## src/lbsel_pkg.sv

```systemverilog
// shared constants, codes and types for the server load balancer selector
package lbsel_pkg;

  // default sizes
  localparam int MAX_SERVERS_DEF = 8;
  localparam int COUNT_BITS_DEF  = 16;

  // fixed field widths
  localparam int TYPE_W    = 3;
  localparam int ID_W      = 16;
  localparam int CNT_OUT_W = 16;
  localparam int ST_W      = 2;

  // request kinds
  localparam logic [TYPE_W-1:0] REQ_ADD        = 3'd0;
  localparam logic [TYPE_W-1:0] REQ_REMOVE     = 3'd1;
  localparam logic [TYPE_W-1:0] REQ_PICK       = 3'd2;
  localparam logic [TYPE_W-1:0] REQ_CONNECT    = 3'd3;
  localparam logic [TYPE_W-1:0] REQ_DISCONNECT = 3'd4;

  // result status codes
  localparam logic [ST_W-1:0] ST_OK        = 2'd0;
  localparam logic [ST_W-1:0] ST_EMPTY     = 2'd1;
  localparam logic [ST_W-1:0] ST_FULL      = 2'd2;
  localparam logic [ST_W-1:0] ST_NOT_FOUND = 2'd3;

  // balance modes
  localparam logic MODE_RR = 1'b0;

  // sequencer states
  typedef enum logic [2:0] {
    S_IDLE = 3'b001,
    S_SCAN = 3'b010,
    S_EMIT = 3'b100
  } state_t;

endpackage

```

## src/server_load_balancer_selector.sv

```systemverilog
// server table with round-robin and least-connections pick, one shared scan unit
//
//  channel | direction | beat contents
//  cfg     | in        | cfg_balance_mode (0 round-robin, 1 least-connections)
//  in      | in        | in_req_type, in_server_id
//  out     | out       | out_chosen_id, out_conn_count, out_status
//
// add, unknown kinds and requests on an empty table load the result register on accept;
// a round-robin pick reads only the entry under the pointer; remove, least-connections
// pick, connect and disconnect scan all N table entries, N the number of entries. the
// next beat is taken once the result has moved into the output register. the scan
// reads one table entry per cycle through the single read port, and remove writes
// back through the single write port behind it. in_ready is high only while the
// sequencer is idle.
// a finished result waits in the output register while the next beat is taken.
// synchronous active-low reset empties the table and clears the pointer and mode.
module server_load_balancer_selector #(
  parameter int MAX_SERVERS = lbsel_pkg::MAX_SERVERS_DEF,
  parameter int COUNT_BITS  = lbsel_pkg::COUNT_BITS_DEF
) (
  input  logic                          clk,
  input  logic                          rst_n,
  input  logic                          cfg_valid,
  output logic                          cfg_ready,
  input  logic                          cfg_balance_mode,
  input  logic                          in_valid,
  output logic                          in_ready,
  input  logic [lbsel_pkg::TYPE_W-1:0]  in_req_type,
  input  logic [lbsel_pkg::ID_W-1:0]    in_server_id,
  output logic                          out_valid,
  input  logic                          out_ready,
  output logic [lbsel_pkg::ID_W-1:0]    out_chosen_id,
  output logic [lbsel_pkg::CNT_OUT_W-1:0] out_conn_count,
  output logic [lbsel_pkg::ST_W-1:0]    out_status
);

  localparam int IDX_W = (MAX_SERVERS > 1) ? $clog2(MAX_SERVERS) : 1;
  localparam int TOT_W = $clog2(MAX_SERVERS + 1);
  localparam int IW    = lbsel_pkg::ID_W;
  localparam int OW    = lbsel_pkg::CNT_OUT_W;
  localparam int SW    = lbsel_pkg::ST_W;
  localparam int KW    = lbsel_pkg::TYPE_W;
  localparam int CW    = COUNT_BITS;

  // table memory
  logic [IW-1:0] ids_mem [MAX_SERVERS];
  logic [CW-1:0] cnt_mem [MAX_SERVERS];

  // control state
  lbsel_pkg::state_t state_r, state_nxt;
  logic             mode_r, mode_nxt;
  logic [TOT_W-1:0] total_r, total_nxt;
  logic [IDX_W-1:0] rr_r, rr_nxt;
  logic             pv_r, pv_nxt;
  logic             out_valid_r, out_valid_nxt;

  // working registers
  logic [KW-1:0]    kind_r, kind_nxt;
  logic [IW-1:0]    id_r, id_nxt;
  logic [TOT_W-1:0] issue_r, issue_nxt;
  logic [TOT_W-1:0] end_r, end_nxt;
  logic [IDX_W-1:0] pidx_r, pidx_nxt;
  logic [TOT_W-1:0] wpos_r, wpos_nxt;
  logic             found_r, found_nxt;
  logic [IDX_W-1:0] hit_r, hit_nxt;
  logic [IW-1:0]    best_id_r, best_id_nxt;
  logic [CW-1:0]    best_cnt_r, best_cnt_nxt;
  logic [IW-1:0]    res_id_r, res_id_nxt;
  logic [CW-1:0]    res_cnt_r, res_cnt_nxt;
  logic [SW-1:0]    res_st_r, res_st_nxt;
  logic [IW-1:0]    out_id_r, out_id_nxt;
  logic [OW-1:0]    out_cnt_r, out_cnt_nxt;
  logic [SW-1:0]    out_st_r, out_st_nxt;

  // memory read data
  logic [IW-1:0] rd_id_r;
  logic [CW-1:0] rd_cnt_r;

  // memory ports
  logic             rd_en;
  logic [IDX_W-1:0] rd_addr;
  logic             wr_en;
  logic             wr_id_en;
  logic [IDX_W-1:0] wr_addr;
  logic [IW-1:0]    wr_id;
  logic [CW-1:0]    wr_cnt;

  // helpers
  logic             accept;
  logic             issuing;
  logic [IDX_W-1:0] rr_best;
  logic [TOT_W-1:0] rr_next;
  logic [CW-1:0]    adj_cnt;

  assign cfg_ready      = 1'b1;
  assign in_ready       = (state_r == lbsel_pkg::S_IDLE);
  assign accept         = in_valid && in_ready;
  assign out_valid      = out_valid_r;
  assign out_chosen_id  = out_id_r;
  assign out_conn_count = out_cnt_r;
  assign out_status     = out_st_r;

  // round-robin choice, wrapping a stale pointer to the first entry
  assign rr_best = (TOT_W'(rr_r) < total_r) ? rr_r : '0;
  assign rr_next = TOT_W'(rr_best) + TOT_W'(1);

  // scan read side
  assign issuing = (issue_r != end_r);
  assign rd_addr = issue_r[IDX_W-1:0];

  // saturating count adjust for connect and disconnect
  always_comb begin
    if (kind_r == lbsel_pkg::REQ_CONNECT) begin
      adj_cnt = (best_cnt_r == {CW{1'b1}}) ? best_cnt_r : best_cnt_r + CW'(1);
    end else begin
      adj_cnt = (best_cnt_r == '0) ? best_cnt_r : best_cnt_r - CW'(1);
    end
  end

  // sequencer
  always_comb begin
    state_nxt    = state_r;
    mode_nxt     = mode_r;
    total_nxt    = total_r;
    rr_nxt       = rr_r;
    pv_nxt       = 1'b0;
    kind_nxt     = kind_r;
    id_nxt       = id_r;
    issue_nxt    = issue_r;
    end_nxt      = end_r;
    pidx_nxt     = pidx_r;
    wpos_nxt     = wpos_r;
    found_nxt    = found_r;
    hit_nxt      = hit_r;
    best_id_nxt  = best_id_r;
    best_cnt_nxt = best_cnt_r;
    res_id_nxt   = res_id_r;
    res_cnt_nxt  = res_cnt_r;
    res_st_nxt   = res_st_r;
    rd_en        = 1'b0;
    wr_en        = 1'b0;
    wr_id_en     = 1'b0;
    wr_addr      = '0;
    wr_id        = '0;
    wr_cnt       = '0;

    if (cfg_valid && cfg_ready) begin
      mode_nxt = cfg_balance_mode;
    end

    case (state_r)
      lbsel_pkg::S_IDLE: begin
        if (accept) begin
          kind_nxt  = in_req_type;
          id_nxt    = in_server_id;
          wpos_nxt  = '0;
          found_nxt = 1'b0;
          hit_nxt   = '0;
          res_id_nxt  = '0;
          res_cnt_nxt = '0;
          res_st_nxt  = lbsel_pkg::ST_OK;
          state_nxt   = lbsel_pkg::S_EMIT;
          case (in_req_type)
            lbsel_pkg::REQ_ADD: begin
              if (total_r >= TOT_W'(MAX_SERVERS)) begin
                res_st_nxt = lbsel_pkg::ST_FULL;
              end else begin
                wr_en      = 1'b1;
                wr_id_en   = 1'b1;
                wr_addr    = total_r[IDX_W-1:0];
                wr_id      = in_server_id;
                total_nxt  = total_r + TOT_W'(1);
                res_id_nxt = in_server_id;
              end
            end
            lbsel_pkg::REQ_REMOVE, lbsel_pkg::REQ_PICK,
            lbsel_pkg::REQ_CONNECT, lbsel_pkg::REQ_DISCONNECT: begin
              if (total_r == '0) begin
                res_st_nxt = lbsel_pkg::ST_EMPTY;
              end else if (in_req_type == lbsel_pkg::REQ_PICK &&
                           mode_r == lbsel_pkg::MODE_RR) begin
                // fetch the single entry under the pointer
                issue_nxt = TOT_W'(rr_best);
                end_nxt   = rr_next;
                rr_nxt    = (rr_next >= total_r) ? '0 : rr_next[IDX_W-1:0];
                state_nxt = lbsel_pkg::S_SCAN;
              end else begin
                issue_nxt = '0;
                end_nxt   = total_r;
                state_nxt = lbsel_pkg::S_SCAN;
              end
            end
            default: begin
              res_st_nxt = lbsel_pkg::ST_OK;
            end
          endcase
        end
      end

      lbsel_pkg::S_SCAN: begin
        // issue one read per cycle
        if (issuing) begin
          rd_en     = 1'b1;
          issue_nxt = issue_r + TOT_W'(1);
          pv_nxt    = 1'b1;
          pidx_nxt  = rd_addr;
        end

        // look at the entry read last cycle
        if (pv_r) begin
          case (kind_r)
            lbsel_pkg::REQ_REMOVE: begin
              if (rd_id_r != id_r) begin
                wr_en    = 1'b1;
                wr_id_en = 1'b1;
                wr_addr  = wpos_r[IDX_W-1:0];
                wr_id    = rd_id_r;
                wr_cnt   = rd_cnt_r;
                wpos_nxt = wpos_r + TOT_W'(1);
              end
            end
            lbsel_pkg::REQ_PICK: begin
              if (mode_r == lbsel_pkg::MODE_RR || pidx_r == '0 || rd_cnt_r < best_cnt_r) begin
                best_id_nxt  = rd_id_r;
                best_cnt_nxt = rd_cnt_r;
              end
            end
            default: begin
              if (!found_r && rd_id_r == id_r) begin
                found_nxt    = 1'b1;
                hit_nxt      = pidx_r;
                best_cnt_nxt = rd_cnt_r;
              end
            end
          endcase
        end

        // scan finished
        if (!issuing && !pv_r) begin
          state_nxt   = lbsel_pkg::S_EMIT;
          res_id_nxt  = '0;
          res_cnt_nxt = '0;
          res_st_nxt  = lbsel_pkg::ST_OK;
          case (kind_r)
            lbsel_pkg::REQ_REMOVE: begin
              if (wpos_r == total_r) begin
                res_st_nxt = lbsel_pkg::ST_NOT_FOUND;
              end else begin
                total_nxt  = wpos_r;
                res_id_nxt = id_r;
                if (TOT_W'(rr_r) >= wpos_r) begin
                  rr_nxt = '0;
                end
              end
            end
            lbsel_pkg::REQ_PICK: begin
              res_id_nxt  = best_id_r;
              res_cnt_nxt = best_cnt_r;
            end
            default: begin
              if (!found_r) begin
                res_st_nxt = lbsel_pkg::ST_NOT_FOUND;
              end else begin
                wr_en       = 1'b1;
                wr_addr     = hit_r;
                wr_cnt      = adj_cnt;
                res_id_nxt  = id_r;
                res_cnt_nxt = adj_cnt;
              end
            end
          endcase
        end
      end

      lbsel_pkg::S_EMIT: begin
        if (!out_valid_r || out_ready) begin
          state_nxt = lbsel_pkg::S_IDLE;
        end
      end

      default: begin
        state_nxt = lbsel_pkg::S_IDLE;
      end
    endcase
  end

  // output register
  always_comb begin
    out_valid_nxt = out_valid_r && !out_ready;
    out_id_nxt    = out_id_r;
    out_cnt_nxt   = out_cnt_r;
    out_st_nxt    = out_st_r;
    if (state_r == lbsel_pkg::S_EMIT && (!out_valid_r || out_ready)) begin
      out_valid_nxt = 1'b1;
      out_id_nxt    = res_id_r;
      out_cnt_nxt   = OW'(res_cnt_r);
      out_st_nxt    = res_st_r;
    end
  end

  // table memory, one write and one registered read per cycle
  always_ff @(posedge clk) begin
    if (wr_en) begin
      if (wr_id_en) begin
        ids_mem[wr_addr] <= wr_id;
      end
      cnt_mem[wr_addr] <= wr_cnt;
    end
    if (rd_en) begin
      rd_id_r  <= ids_mem[rd_addr];
      rd_cnt_r <= cnt_mem[rd_addr];
    end
  end

  // control registers
  always_ff @(posedge clk) begin
    if (!rst_n) begin
      state_r     <= lbsel_pkg::S_IDLE;
      mode_r      <= 1'b0;
      total_r     <= '0;
      rr_r        <= '0;
      pv_r        <= 1'b0;
      out_valid_r <= 1'b0;
    end else begin
      state_r     <= state_nxt;
      mode_r      <= mode_nxt;
      total_r     <= total_nxt;
      rr_r        <= rr_nxt;
      pv_r        <= pv_nxt;
      out_valid_r <= out_valid_nxt;
    end
  end

  // payload registers
  always_ff @(posedge clk) begin
    kind_r     <= kind_nxt;
    id_r       <= id_nxt;
    issue_r    <= issue_nxt;
    end_r      <= end_nxt;
    pidx_r     <= pidx_nxt;
    wpos_r     <= wpos_nxt;
    found_r    <= found_nxt;
    hit_r      <= hit_nxt;
    best_id_r  <= best_id_nxt;
    best_cnt_r <= best_cnt_nxt;
    res_id_r   <= res_id_nxt;
    res_cnt_r  <= res_cnt_nxt;
    res_st_r   <= res_st_nxt;
    out_id_r   <= out_id_nxt;
    out_cnt_r  <= out_cnt_nxt;
    out_st_r   <= out_st_nxt;
  end

endmodule

```

## config.mk

```make
export PLATFORM = sky130hd
export DESIGN_NAME = server_load_balancer_selector
export DESIGN_NICKNAME = d
export VERILOG_FILES = /design/src/lbsel_pkg.sv /design/src/server_load_balancer_selector.sv
export SDC_FILE = /design/constraint.sdc
export NUM_CORES = 1
export LEC_CHECK = 0
export BUFFER_PORTS_ARGS = -buffer_cell sky130_fd_sc_hd__buf_2
export CORE_ASPECT_RATIO = 0.9
export CORE_MARGIN = 1
export CORE_UTILIZATION = 40
export CTS_BUF_LIST = sky130_fd_sc_hd__clkbuf_16
export CTS_CLUSTER_DIAMETER = 100
export DETAILED_ROUTE_END_ITERATION = 10
export SETUP_SLACK_MARGIN = 0.05
export SKIP_LAST_GASP = 1
export SLEW_MARGIN = 10
export SYNTH_ARGS = -nofsm -noshare
export SYNTH_HDL_FRONTEND = slang
export SYNTH_SLANG_ARGS = --single-unit
```

## constraint.sdc

```tcl
create_clock -name clk -period 6.5 [get_ports clk]
set_input_delay 1.95 -clock clk [delete_from_list [all_inputs] [get_ports clk]]
set_output_delay 1.95 -clock clk [all_outputs]
set_load 0.01 [all_outputs]
```

### Word-level counts from Yosys, hierarchy flattened

Memory sizes are Yosys's and may differ from the RTL's. A register that Yosys moved wholly into a read port is not among the register bits.
Cells that the tools add are included.

| operators by class | value |
|---|---|
| eq/ne operators | 32 |
| bitwise logic cells | 3 |
| order comparisons | 5 |
| $add $sub $neg | 6 |
| muxes and demuxes | 115 |
| reduce and logical (&&, ||, !) cells | 34 |

Operator list:

| cell | count |
|---|---|
| 2-to-1 mux 16 bit | 25 |
| case mux 16 bit (2 select lines) | 6 |
| 2-to-1 mux 3 bit | 29 |
| 2-to-1 mux 4 bit | 15 |
| != test 2 bit, second input constant | 13 |
| case mux 4 bit (2 select lines) | 3 |
| 2-to-1 mux 1 bit | 22 |
| AND reduction 5 bit | 4 |
| case mux 3 bit (2 select lines) | 3 |
| adder 16 x 1 -> 16 bit, second input constant | 1 |
| equality test 16 bit | 1 |
| equality test 16 bit, second input constant | 1 |
| zero test 16 bit | 1 |
| < comparator 16 bit | 1 |
| != test 16 bit | 1 |
| subtractor 16 x 1 -> 16 bit, second input constant | 1 |
| equality test 3 x 2 -> 1 bit, second input constant | 5 |
| adder 4 x 1 -> 4 bit, second input constant | 3 |
| case mux 2 bit (2 select lines) | 3 |
| 2-to-1 mux 2 bit | 5 |
| equality test 3 x 1 -> 1 bit, second input constant | 3 |
| case mux 3 bit (3 select lines) | 1 |
| AND reduction 9 bit | 1 |
| != test 2 x 1 -> 1 bit, second input constant | 4 |
| 22 further kinds | 43 |

| storage, ports and cells | value |
|---|---|
| output and inout port bits | 37 |
| register bits after elaboration | 151 |
| RAM bits | 256 |
| memories kept | 2 |
| bits of input ports | 25 |

Memory list:

| name | words | bits a word | rd ports | clocked after Yosys merged registers in | wr ports | line | source |
|---|---|---|---|---|---|---|---|
| cnt_mem | 8 | 16 | 1 | 1 | 1 | server_load_balancer_selector.sv:47 | `logic [CW-1:0] cnt_mem [MAX_SERVERS];` |
| ids_mem | 8 | 16 | 1 | 1 | 1 | server_load_balancer_selector.sv:46 | `logic [IW-1:0] ids_mem [MAX_SERVERS];` |

### Logic depth before layout (Yosys ltp)

| logic depth | value |
|---|---|
| depth in word-level cells | 10 |
| mapped depth | 15 |
| mapped depth without buffers | 15 |

### Worst setup path after synthesis

No wires, ideal clock.

| timing | value |
|---|---|
| path type | input to register |
| start | in in_req_type[0] in the netlist's numbering |
| end | mem ids_mem[3][0] in the netlist's numbering, enable pin |
| arrival time | 5.079 ns |
| stages on the path | 7 |
| library setup time | 0.436 ns |
| setup slack | 0.984 ns |
| required time | 6.064 ns |
| path buffers | 1 |
| path through | or3_1 nand2b_1 nor2_1 clkbuf_1 a22o_1 a21oi_1 nor4b_1 |

| between the ends | value |
|---|---|
| cells in the longest elaborated chain, start to end | 7 |

RTL lines:

| element | line | source |
|---|---|---|
| start: declaration | server_load_balancer_selector.sv:28 | `input logic [lbsel_pkg::TYPE_W-1:0] in_req_type,` |
| zero test 3 bit (*) | server_load_balancer_selector.sv:163 | `case (in_req_type)` |
| 2-to-1 mux 1 bit | server_load_balancer_selector.sv:163 |  |
| 2-to-1 mux 1 bit | server_load_balancer_selector.sv:153 | `if (accept) begin` |
| case mux 1 bit (2 select lines) | server_load_balancer_selector.sv:151 | `case (state_r)` |
| 2-to-1 mux 1 bit | server_load_balancer_selector.sv:304 | `if (wr_id_en) begin` |
| 2-to-1 mux 1 bit | server_load_balancer_selector.sv:303 | `if (wr_en) begin` |
| 2-to-1 mux 1 bit (implied by the code) | server_load_balancer_selector.sv:305 | `ids_mem[wr_addr] <= wr_id;` |
| end: declaration | server_load_balancer_selector.sv:46 |  |

Every way passes the cells marked *; elsewhere a longest branch is shown, timed or not.

### Worst setup path after layout

| timing | value |
|---|---|
| start | in in_req_type[0] in the netlist's numbering |
| end | mem ids_mem[1][2] in the netlist's numbering, enable pin |

The elaborated chain is that of the path after synthesis.

==> results.ini <==
[cells_and_area]
final_nets = 1243
multi_input_area_um2 = 5205
final_layout_size_suffix_gt1_share_pct = 22.87
stdcell_area_um2 = 21030
postLayoutCoreUtil_pct = 46.25
n_fill_cell = 3866
fin_cells = 1828
n_antenna_cell = 0
register_area_um2 = 13050
area_delta_synth_final_pct = 13.95

[drt]
firstDrtPassIters = 6
ant_nets = 0
vias = 10140
drt-vias-per-instance = 5.545
drt-total-wl_um = 39460
wl_per_cell_um = 21.59
drc_errors = 0
drtIter0Drc = 949

[synth]
synth_common_cells = 426 x edfxtp_1, 65 x nand2_1, 64 x mux4_2
synthArstFlopShare_pct = 0
syn_area_um2 = 18450
synth_cell_types = 73
netlist_instances = 1101
seq_area_frac_synth_pct = 70.74
synth_edf_count = 426
synthFlopType = edfxtp_1
ys_warn_count = 0
synth_top_area_share_pct = 69.32
syn-num-nets = 1158
yosysMostFrequentCell = edfxtp_1
ys_seq_elements = 439
synth_area_leaders = edfxtp_1 69%, mux4_2 7.8%, ha_1 2.2%, mux2_2 2.0%, o21ai_0 1.4%
synth_top_area_cell = edfxtp_1
syn_avg_cell_area_um2 = 16.76

[worst_setup_path]
crit_fanout = 20
crit_arrival_ps = 4560
crit_chain = buf_2, or3_1, nand2b_1, nor2_1, buf_4, a21oi_1, a221o_1, nor4b_2, buf_4
slowest_delay_ps = 590
crit_top_cell = buf_4
critPathTopFamily = simple AND/OR/NAND/NOR gates
critPathLaunchType = primary input
worstSetupPathType = in -> reg
crit_buf_inv = 3
critPathSlowestCell = a221o_1
end_kind = register
critPathRequiredTime_ps = 6730

[global_routing]
grt_antenna_before_repair = 0
top_usage_layer = met1
grt_use_met1_pct = 26.23
grtUsageMet3_pct = 2.772
grt_pass1_wl_um = 60850
grt.total_usage_pct = 16.91
use_met2_pct = 24.63
grt_pass1_vias = 10010
grt_max_degree = 68
overflow = 0

[cts]
cts_tree = done
root_buffer = clkbuf_16
numCtsBuffers = 44
postCtsSetupRepairBufs = 0
htreeDepth = 2
worstSkewPairLatency_ps = 550
holdBufCountCts = 0
clkTransAtPathRegs_ps = 60
cts_sinks = 439
clockBufferDepth = 3
cts_resized = 0

[die]
rows = 74
initial_core_util_pct = 40.59
die_area_um2 = 47000
die_h_um = 205.8
io_pins = 62
die_x_um = 228.4
core_um2 = 45460

[placed_design]
routabilityCongestion = 0.9256
detailed_place.area_um2 = 19640
io_buffer_count = 60
placedCellCount = 1748
post-place-ws_ps = 1564
place_hpwl_um = 26330

[pwr]
total_power_mw = 6.534
p_leak_nw = 7.490
peakVddDrop_mv = 0.1609
p_per_area_nw_per_um2 = 310.7

[sta]
hold_ws_ps = 417.5
worst_pin_slew_ps = 1180
setup_tns_ps = 0
setup_ws_ps = 2174
max_freq_mhz = 231.2
slew_headroom_pct = 20.49
rsz0062_at_grt = no
finalCriticalPeriod_ps = 4326
finalSetupViolations = 0
skew_ps = 12.44
period_share_pct = 66.55
finalMaxSlewViolations = 0
hold_viol_final = 0

[outcome]
status = finished, final reports clean

[run]
max_cap_viol_count = 0

[worst_hold_path]
hold_path_class = reg -> reg

## layout make-up
type	count	share of cell area (%)
Timing Repair Buffer	87	2.392
Inverter	33	0.5891
Clock inverter	34	1.095
Clock buffer	46	5.475
Tap cell	608	3.618
Multi-Input combinational cell	581	24.75
Sequential cell	439	62.08
## registers in the layout (all words and copies together) (netlist names), 3 cells and up
signal,count
id_r,16
out_chosen_id,16
best_cnt_r,16
state_r,3
kind_r,3
rd_id_r,16
pidx_r,3
best_id_r,16
rr_r,3
wpos_r,4
rd_cnt_r,16
res_cnt_r,16
out_conn_count,16
hit_r,3
res_id_r,16
issue_r,4
cnt_mem,128
total_r,4
ids_mem,128
end_r,4
## cells by family (layout without fill, tap and decap cells)
family	Yosys count	after routing	share of synthesized area [%]
flops	439	439	70.74
xor+xnor	41	41	1.946
simple gates	220	220	6.387
mux	98	98	9.873
buf+inv	81	200	1.695
fa+ha+maj	32	32	2.170
compound gates	189	189	7.174
other cells	1	1	0.02032
## per-layer routing
layer / vias up / routed length [um]
met1: 5155 / 19300
li1: 4596 / -
met4: 0 / 594
met2: 336 / 16970
met3: 49 / 2595
met5: - / 0
## worst paths after layout
check | cells after the start | from | slack [ps] | endpoint
hold / removal | 0 | res_id_r[4] | 420 | out_chosen_id[4]
setup reg to reg | 8 | best_cnt_r[2] | 2610 | best_cnt_r[10]
hold reg to reg | 0 | res_id_r[4] | 420 | out_chosen_id[4]
setup / recovery | 9 | in_req_type[0] | 2170 | ids_mem[1][2]
## cells in the final DEF (no fill, tap or decap), drive strengths merged, types with 7 or more instances in the layout
master and instances:
xor2 23, nor2 31, mux4 64, nand4 12, nor3b 8, nor4b 7
and2 8, nand3 10, nor4 18, nand2b 9, edfxtp 426, buf 87
nor3 20, a22o 20, inv 46, a21oi 23, clkbuf 46, ha 32
xnor2 18, o21a 8, nand2 65, mux2 32, a21o 8, clkinv 17
a22oi 17, dfxtp 13, or3 7, o21ai 58
## report_power, final
group / switching [mW] / internal [mW] / leakage (nW) / total, mW
Sequential: 0.115 / 3.30 / 4.44 / 3.42
Combinational: 0.441 / 0.263 / 2.33 / 0.704
Clock: 1.02 / 1.39 / 0.725 / 2.41
## worst register-to-register path, delay by kind of cell (launching register included)
family | cells | cell delay [ps]
AOI/OAI and AO/OA | 6 | 2510
adders and majority gates | 1 | 350
DFF | 1 | 500
buffers and inverters | 1 | 180
No activity file was read; power rests on OpenSTA's default activity.
